--- config.mk ---
export PLATFORM = sky130hd
export DESIGN_NAME = rict_ctrl
export DESIGN_NICKNAME = d
export VERILOG_FILES = /design/src/hdl/rict_pkg.sv /design/src/hdl/rict_ctrl.sv
export SDC_FILE = /design/constraint.sdc
export NUM_CORES = 1
export LEC_CHECK = 0
export ABC_AREA = 1
export BUFFER_PORTS_ARGS = -buffer_cell sky130_fd_sc_hd__buf_2
export CAP_MARGIN = 20
export CORE_AREA = 4 4 41 43
export DETAILED_ROUTE_END_ITERATION = 7
export DIE_AREA = 0 0 45 47
export PLACE_DENSITY = 0.35
export SLEW_MARGIN = 20
export SYNTH_ARGS = -nofsm -noshare
export SYNTH_HDL_FRONTEND = slang
export SYNTH_SLANG_ARGS = --single-unit
--- constraint.sdc ---
create_clock -name clock -period 1.15 [get_ports clock]
set_input_delay 0 -clock clock [delete_from_list [all_inputs] [get_ports clock]]
set_output_delay 0 -clock clock [all_outputs]
set_load 0.005 [all_outputs]
--- src/hdl/rict_pkg.sv ---
// shared types and constants of the reference counted inode cache table
package rict_pkg;

   // operation codes carried in func
   localparam logic [2:0] FUNC_GET     = 3'd0;
   localparam logic [2:0] FUNC_DUP     = 3'd1;
   localparam logic [2:0] FUNC_PUT     = 3'd2;
   localparam logic [2:0] FUNC_MARK    = 3'd3;
   localparam logic [2:0] FUNC_SETLINK = 3'd4;

   // result status codes
   localparam logic [1:0] STATUS_OK    = 2'd0;
   localparam logic [1:0] STATUS_FULL  = 2'd1;
   localparam logic [1:0] STATUS_ERROR = 2'd2;

   localparam logic [15:0] REF_MAX = 16'hFFFF;

   // per entry bookkeeping word
   typedef struct packed {
      logic [15:0] refc;
      logic        valid;
      logic [15:0] links;
   } entry_type;

   // lookup key of one entry
   typedef struct packed {
      logic [31:0] dev;
      logic [31:0] ino;
   } key_type;

   // commands from the controller to the datapath
   typedef struct packed {
      logic load;
      logic clear;
      logic scan;
      logic slot_rd;
      logic apply;
   } cmd_type;

   // status from the datapath to the controller
   typedef struct packed {
      logic req_get;
      logic clear_last;
      logic scan_done;
      logic out_free;
   } stat_type;

endpackage

--- src/hdl/rict_ctrl.sv ---
// controller state machine of the inode cache table
module rict_ctrl (
   input  logic               clock,
   input  logic               reset,
   input  logic               req_valid,
   output logic               req_stall,
   input  rict_pkg::stat_type stat,
   output rict_pkg::cmd_type  cmd
);
   import rict_pkg::*;

   typedef enum logic [2:0] {
      S_CLEAR,
      S_IDLE,
      S_SCAN,
      S_SLOT_RD,
      S_APPLY
   } state_type;

   state_type state_ff;
   state_type state_in;

   // next state
   always_comb begin
      state_in = state_ff;
      case (state_ff)
         S_CLEAR: begin
            if (stat.clear_last) state_in = S_IDLE;
         end
         S_IDLE: begin
            if (req_valid) state_in = stat.req_get ? S_SCAN : S_SLOT_RD;
         end
         S_SCAN: begin
            if (stat.scan_done) state_in = S_APPLY;
         end
         S_SLOT_RD: begin
            state_in = S_APPLY;
         end
         S_APPLY: begin
            if (stat.out_free) state_in = S_IDLE;
         end
         default: begin
            state_in = S_CLEAR;
         end
      endcase
   end

   // state register
   always_ff @(posedge clock) begin
      if (reset) begin
         state_ff <= S_CLEAR;
      end else begin
         state_ff <= state_in;
      end
   end

   // commands to the datapath
   always_comb begin
      cmd.load    = (state_ff == S_IDLE) && req_valid;
      cmd.clear   = (state_ff == S_CLEAR);
      cmd.scan    = (state_ff == S_SCAN);
      cmd.slot_rd = (state_ff == S_SLOT_RD);
      cmd.apply   = (state_ff == S_APPLY) && stat.out_free;
   end

   assign req_stall = (state_ff != S_IDLE);

endmodule

Word level (Yosys, flattened, before mapping)
Cells that the tools add are included.
- word-level logic and storage cells: 20
- flip-flop bits (word level): 3
- input bits: 7
- output and inout port bits: 6
- equality and inequality tests: 9
- reduce and logical (&&, ||, !) cells: 4
- muxes and demuxes: 6
- operator list (cell ; number):
    $pmux W3 S5 ; 1
    $mux W3 ; 4
    $ne A2 B2 Y1 const B ; 4
    $eq A3 B2 Y1 const B ; 2
    $reduce_and A4 Y1 ; 1
    $eq A3 B1 Y1 const B ; 1
    $eq A3 B3 Y1 const B ; 1
    $logic_not A3 Y1 ; 1
    $ne A3 B1 Y1 const B ; 1
    $logic_and A1 B1 Y1 ; 2
    $mux W1 ; 1

Logic depth before layout (Yosys ltp)
Gate-level depths: netlist (run 1).
- word-level depth: 3
- mapped depth: 7
- gate-level depth less buffers: 7

Worst setup path after synthesis (run 1)
OpenSTA, ideal clock, no wires.
- path kind: flip-flop to flip-flop
- from: register state_ff[1]
- to: register state_ff[0]
- path slack: 0.211 ns
- data required time: 1.032 ns
- library setup time: 0.118 ns
- period minus slack after synthesis: 0.939 ns
- data arrival time: 0.822 ns
- stages on the path, launching flop included: 8
- path buffers: 0
- path through: dfxtp_1 inv_2 nor2_2 nand3_1 nand2_1 nor2_2 nand2_1 a21oi_1
- word-level cells in the longest chain between the ends: 3
- elaborated cells between the ends (all ways): 11
- those cells by class: 8 x eq/ne; 1 x mux; 2 x reduce/logical
- RTL lines (item ; line ; text):
    start, declared ; rict_ctrl.sv:20 ; state_type state_ff;
    start signal, assigned ; rict_ctrl.sv:53 ; state_ff <= state_in;
    $eq A3 B2 Y1 (tied with other cells) ; rict_ctrl.sv:26 ; case (state_ff)
    $ne A2 B2 Y1 (no source line) ; - ;
    $reduce_and A4 Y1 (no source line) ; - ;
Parallel ways exist; a longest one is shown, timed or not.
A chain may end at the register's enable or synchronous reset.

==> summary.txt, run 1 <==
Worst hold path
  – Hold crit path type: input port to flop
  – Hold Path Origin: stat[3]

Synthesis
  – EDFF count, synth: 0
  – Yosys warnings: 0
  – Leading area contributor after synthesis: dfxtp_1
  – Syn nets: 40
  – #FFs+latches synth: 3
  – Most numerous cell in the Yosys netlist: inv_1
  – Syn_area_per_cell: 6.218 um2
  – Synth top area share: 29.27%
  – FFs w/ async S/R, synth: 0%
  – Commonest cells post-synth: 7 x inv_1, 4 x nand2_1, 4 x nor2_1
  – Synth cell types: 14
  – Main synth FF type: dfxtp_1
  – Synth area leaders: dfxtp_1 29%, inv_1 13%, a21oi_1 7.3%, nand3_1 7.3%, nand2_1 7.3%
  – Cells after synthesis: 33
  – Mapped Area: slightly above 200 um2
  – Register area share after synthesis: about 29%

Global route
  – Global Route Usage Sum: 6.946%
  – Largest net degree at the start of global routing: 9
  – First-pass GRT wire length: 966 um
  – Initial antenna violation count: 0
  – Congestion Overflow GR: 0
  – Vias in the first global route: 229

Final layout
  – Area of the multi-input gates: ~120 um2
  – Finished Layout Cells: 65
  – Layout Nets: 58
  – Utilization after layout: a little over a quarter
  – Largest regs: state_ff (3)
  – Area Growth Syn to Fin: 66.46%
  – Top reg by flops: state_ff
  – Number of flip-flops in the largest register: 3
  – FF+latch area: 66.31 um2
  – FILL cells: 157
  – Share of layout cells above drive strength 1: 48.00%
  – # diodes: 0
  – Design area: roughly 340 um2

Floorplan
  – Die ar.: 2115 um2
  – Die extent in y: 47 um
  – I/O Pins: 13
  – # rows: 13
  – Starting Density: 15.77%
  – Die X: about 45 um
  – CORE AREA: 1301 um2

Pwr
  – Cell Pwr Density: 1421 nW/um2
  – Total power: 0.4855 mW
  – Worst vdd ir: 812.7 uV
  – P_leak: around 0.17 nW

Clock network
  – TritonCTS buffer count: 3
  – H-tree levels: 1
  – Post-CTS setup buffers: 0
  – Clock tree from TritonCTS: yes
  – CTS Root Cell: clkbuf_4
  – Clk Latency, worst-skew pair: 0.23 ns
  – Clock buffer depth: 2
  – CTS sink cnt: 3
  – Clock transition at the registers of the reported paths: 0.04 ns

Setup path
  – Worst EP arrival: approximately 1.1 ns
  – Worst Path Max Fanout: 4
  – Worst Path Required: 1.15 ns
  – Crit start category: flop
  – Crit path from: state_ff[2]
  – Reg2reg start: state_ff[0]
  – Critical path class: flop to primary output
  – Critical Path Sink Type: primary output

Placement
  – Port bufs: 12
  – Post-DP HPWL: 455.1 um
  – Placement Cell Area: 280.3 um2
  – Pre-CTS setup slack: 0.09326 ns
  – Placed insts: 60
  – Routability congestion estimate: 0.6929

Route
  – Residual DRC: 0
  – Mean routed wirelength per cell: 8.492 um
  – Final ANT Viol Nets: 0
  – Initial DRT Pass Iterations: 2
  – Post-detailed-route via-to-cell ratio: roughly 4
  – Initial drt markers: 3
  – Vias: 266
  – Post-Route WL: 552 um

STA
  – Setup ws final: 0.08473 ns
  – Least-Margin Pin Slew: ~0.21 ns
  – Final min period: 1.065 ns
  – Max Freq: 938.7 MHz
  – Slew HR: ~86%
  – Final Hold Fails: 0
  – Setup Viol. Count Final: 0
  – Final setup TNS: 0 ns
  – Worst hold margin: a little under 0.06 ns
  – Clock Skew: 0.0005348 ns
  – RSZ-0062 raised after global routing: no
  – Fin. max-slew vios: 0
  – Share of the clock period used by the worst path after layout: just over 90%

Status
  – Status: finished, final reports clean

Job
  – Number of max-cap violations: 0
## timing repair
action / CTS / global route
gates resized for setup: 1 / 8
hold buffers: 1 / 0
endpoints found under the setup margin: 2 / 6
endpoints found under the hold margin: 3 / 0
pin swaps: 0 / 0
## layer usage
metal,up-vias,GRT usage [%],part of all wire (%)
met1,118,7.029,45
met5,-,0,0
li1,139,-,-
met3,0,6.897,12
met2,9,9.322,43
met4,0,3.509,0
## worst paths after layout
kind,end,slack [ns],depth (start not counted)
min,state_ff[0],0.06,4
min reg2reg,state_ff[2],0.55,2
max,cmd[0],0.08,3
max reg2reg,state_ff[2],0.17,6
## worst max-delay path: stages (launching register included)
cell and delay (ns):
dfxtp_2 0.36, inv_1 0.09, nor4_1 0.22, buf_2 0.16
## where the power goes
group          switching, mW  total (mW)  internal (mW)
clock network         0.0594       0.190          0.130
logic                 0.0757       0.151         0.0756
registers             0.0243       0.144          0.120
## cell families after synthesis
family / share of synthesized area, %
buffers and inverters: 20.12
flip-flops: 29.27
AND/OR/NAND/NOR: 40.24
AO/OA/AOI/OAI: 10.37
## layout make-up
class	count	area share (%)
clock buffer	4	7.692
inverter	8	9.524
multi-input combinational	21	34.07
sequential	3	19.41
tap	15	5.494
timing repair buffer	14	23.81
## placed cells by master, fill, tap and decap left out
cell type | Yosys | layout
dfxtp_2 | 0 | 2
nor2_1 | 4 | 3
clkbuf_1 | 0 | 1
nor2_2 | 2 | 2
dlygate4sd3_1 | 0 | 1
buf_6 | 1 | 1
clkbuf_4 | 0 | 3
nor2_4 | 0 | 1
nand3_1 | 3 | 2
nor4_1 | 1 | 1
buf_2 | 0 | 12
nand3b_1 | 1 | 1
a21oi_1 | 3 | 3
nand3_2 | 0 | 1
nor3_1 | 1 | 1
nand4_1 | 1 | 1
inv_4 | 0 | 1
dfxtp_4 | 0 | 1
o22ai_1 | 1 | 1
inv_1 | 7 | 7
nand2_1 | 4 | 4
(Power assumes the default switching activity.)
==> run 2: changes to the inputs <==
Clock period 1.15 ns to 1 ns, I/O delays scaled along.
==> summary.txt, run 2 (same netlist as run 1, synthesis figures left out) <==
Setup path
  – Crit path from: state_ff[2]
  – Worst Path Required: 1.00 ns (-0.15 ns)
  – Worst EP arrival: 1.09 ns (+0.02 ns)
  – Critical path class: flop to primary output
  – Crit start category: flop
  – Reg2reg start: state_ff[2]
  – Critical Path Sink Type: primary output
  – Worst Path Max Fanout: 3 (-1)

Clock network
  – TritonCTS buffer count: 3 (unchanged)
  – Clock transition at the registers of the reported paths: 0.04 ns (about the same)
  – H-tree levels: 1 (unchanged)
  – Clock buffer depth: 2 (unchanged)
  – CTS sink cnt: 3 (unchanged)
  – CTS Root Cell: clkbuf_4
  – Clk Latency, worst-skew pair: 0.23 ns (about the same)
  – Clock tree from TritonCTS: yes

Worst hold path
  – Hold crit path type: input port to flop
  – Hold Path Origin: stat[1]

STA
  – Least-Margin Pin Slew: 0.1702 ns (-0.04119 ns)
  – Share of the clock period used by the worst path after layout: 109.3%
  – Slew HR: 88.57% (+2.8 points)
  – Final Hold Fails: 0 (unchanged)
  – Setup ws final: -0.09267 ns (-0.1774 ns)
  – Fin. max-slew vios: 0 (unchanged)
  – Clock Skew: 0.003179 ns (+0.002645 ns)
  – Final setup TNS: -0.3970 ns (-0.3970 ns)
  – Setup Viol. Count Final: 6 (+6)
  – Max Freq: 915.2 MHz
  – Final min period: ~1.1 ns
  – Worst hold margin: 0.07797 ns (+0.01862 ns)
  – RSZ-0062 raised after global routing: yes

Route
  – Initial drt markers: 4 (+1)
  – Post-Route WL: 767 um (+39%)
  – Top layer in use: met4
  – Residual DRC: 0 (unchanged)
  – Initial DRT Pass Iterations: 4 (+2)
  – Met1 Wirelength: 295 um (+18%)
  – Vias: 325 (+22%)
  – Final ANT Viol Nets: 0 (unchanged)
  – Length of routed met3 wiring: 34 um (-47%)
  – Mean routed wirelength per cell: 9.833 um (+16%)
  – WL met2: 422 um (+77%)
  – Post-detailed-route via-to-cell ratio: 4.167 (+1.8%)

Floorplan
  – # rows: 13 (unchanged)
  – Die X: 45 um (unchanged)
  – I/O Pins: 13 (unchanged)
  – Die ar.: 2115 um2 (unchanged)
  – Die extent in y: 47 um (unchanged)
  – CORE AREA: 1301 um2 (unchanged)
  – Starting Density: 15.77% (unchanged)

Pwr
  – NetSw: 0.2251 mW (+41%)
  – Sw Share: 32.20% (-0.62 points)
  – Total power: 0.6991 mW (+44%)
  – Combinational share of power: 47.5% (+16 points)
  – Clk pwr share: 29.8% (-9.3 points)
  – P_leak: 0.2419 nW (+42%)
  – Reg power frac: 22.7% (-7.1 points)
  – Worst vdd ir: 503.8 uV (-38%)
  – Cell Pwr Density: 1436 nW/um2 (+1.1%)
  – Internal cell power: 0.4740 mW (+45%)

Final layout
  – Utilization after layout: 37.40% (+11 points)
  – Number of flip-flops in the largest register: 3 (unchanged)
  – Finished Layout Cells: 78 (+20%)
  – Design area: 486.7 um2 (+42%)
  – Commonest non-fill, non-tap cell in the layout: buf_2
  – # diodes: 0 (unchanged)
  – Largest regs: state_ff (3)
  – Area Growth Syn to Fin: 137.2%
  – FILL cells: 156 (-0.64%)
  – Most frequent cells in the layout: 12 x buf_2, 10 x buf_4, 5 x inv_1
  – Top reg by flops: state_ff
  – Share of layout cells above drive strength 1: 71.43% (+23 points)
  – Layout Nets: 71 (+22%)

Global route
  – Initial antenna violation count: 0 (unchanged)
  – Largest net degree at the start of global routing: 5 (-4)
  – Global Route Usage Sum: 7.820% (+0.87 points)
  – Vias in the first global route: 328 (+43%)
  – First-pass GRT wire length: 1193 um (+23%)
  – Congestion Overflow GR: 0 (unchanged)

Placement
  – Placed insts: 67 (+12%)
  – Port bufs: 12 (unchanged)
  – Routability congestion estimate: 0.6170 (-11%)
  – Placement Cell Area: 332.8 um2 (+19%)
  – Post-DP HPWL: 537 um (+18%)
  – Pre-CTS setup slack: -0.02653 ns (-0.1198 ns)

Status
  – Failing checks: negative setup slack
  – Status: complete, but fails checks

Job
  – Number of max-cap violations: 0 (unchanged)
[run 2: path summary, 6_finish.rpt]
path	to	slack [ns]	depth (start not counted)
hold / removal	state_ff[1]	0.08	4
setup / recovery	cmd[0]	-0.09	4
setup reg to reg	state_ff[2]	-0.08	7
hold reg to reg	state_ff[1]	0.61	3
[run 2: worst max-delay path, stage by stage, from the launching register on]
cell,delay [ns]
dfxtp_4,0.37
inv_4,0.04
buf_4,0.13
nor4_4,0.18
buf_2,0.15
[run 2: layout make-up]
| cell class | count | area [um2] | share of cell area [%] |
|---|---|---|---|
| Inverter | 8 | 32.53 | 6.684 |
| Tap cell | 15 | 18.77 | 3.856 |
| Timing Repair Buffer | 27 | 190.2 | 39.07 |
| Clock buffer | 4 | 26.28 | 5.398 |
| Sequential cell | 3 | 71.32 | 14.65 |
| Multi-Input combinational cell | 21 | 147.6 | 30.33 |
[run 2: what timing repair did]
action | CTS | global route
gates resized for setup | 9 | 13
hold endpoints to repair | 3 | 0
setup endpoints to repair | 7 | 8
pin swaps | 0 | 5
buffers inserted | 5 | 1
hold buffers | 1 | 0
[run 2: layer usage]
layer / global-route usage (%) / up-vias
met1: 7.955 / 152
li1: - / 163
met5: 0 / -
met2: 13.56 / 8
met3: 1.533 / 2
met4: 7.018 / 0
[run 2: power by group through the flow]
stage	logic (mW)	registers [mW]	clock network, mW
after global routing	0.366	0.162	0.223
after detailed placement	0.225	0.157	0
final	0.332	0.159	0.208
after floorplan	0.131	0.146	0
after global placement	0.230	0.157	0
after CTS	0.288	0.156	0.221
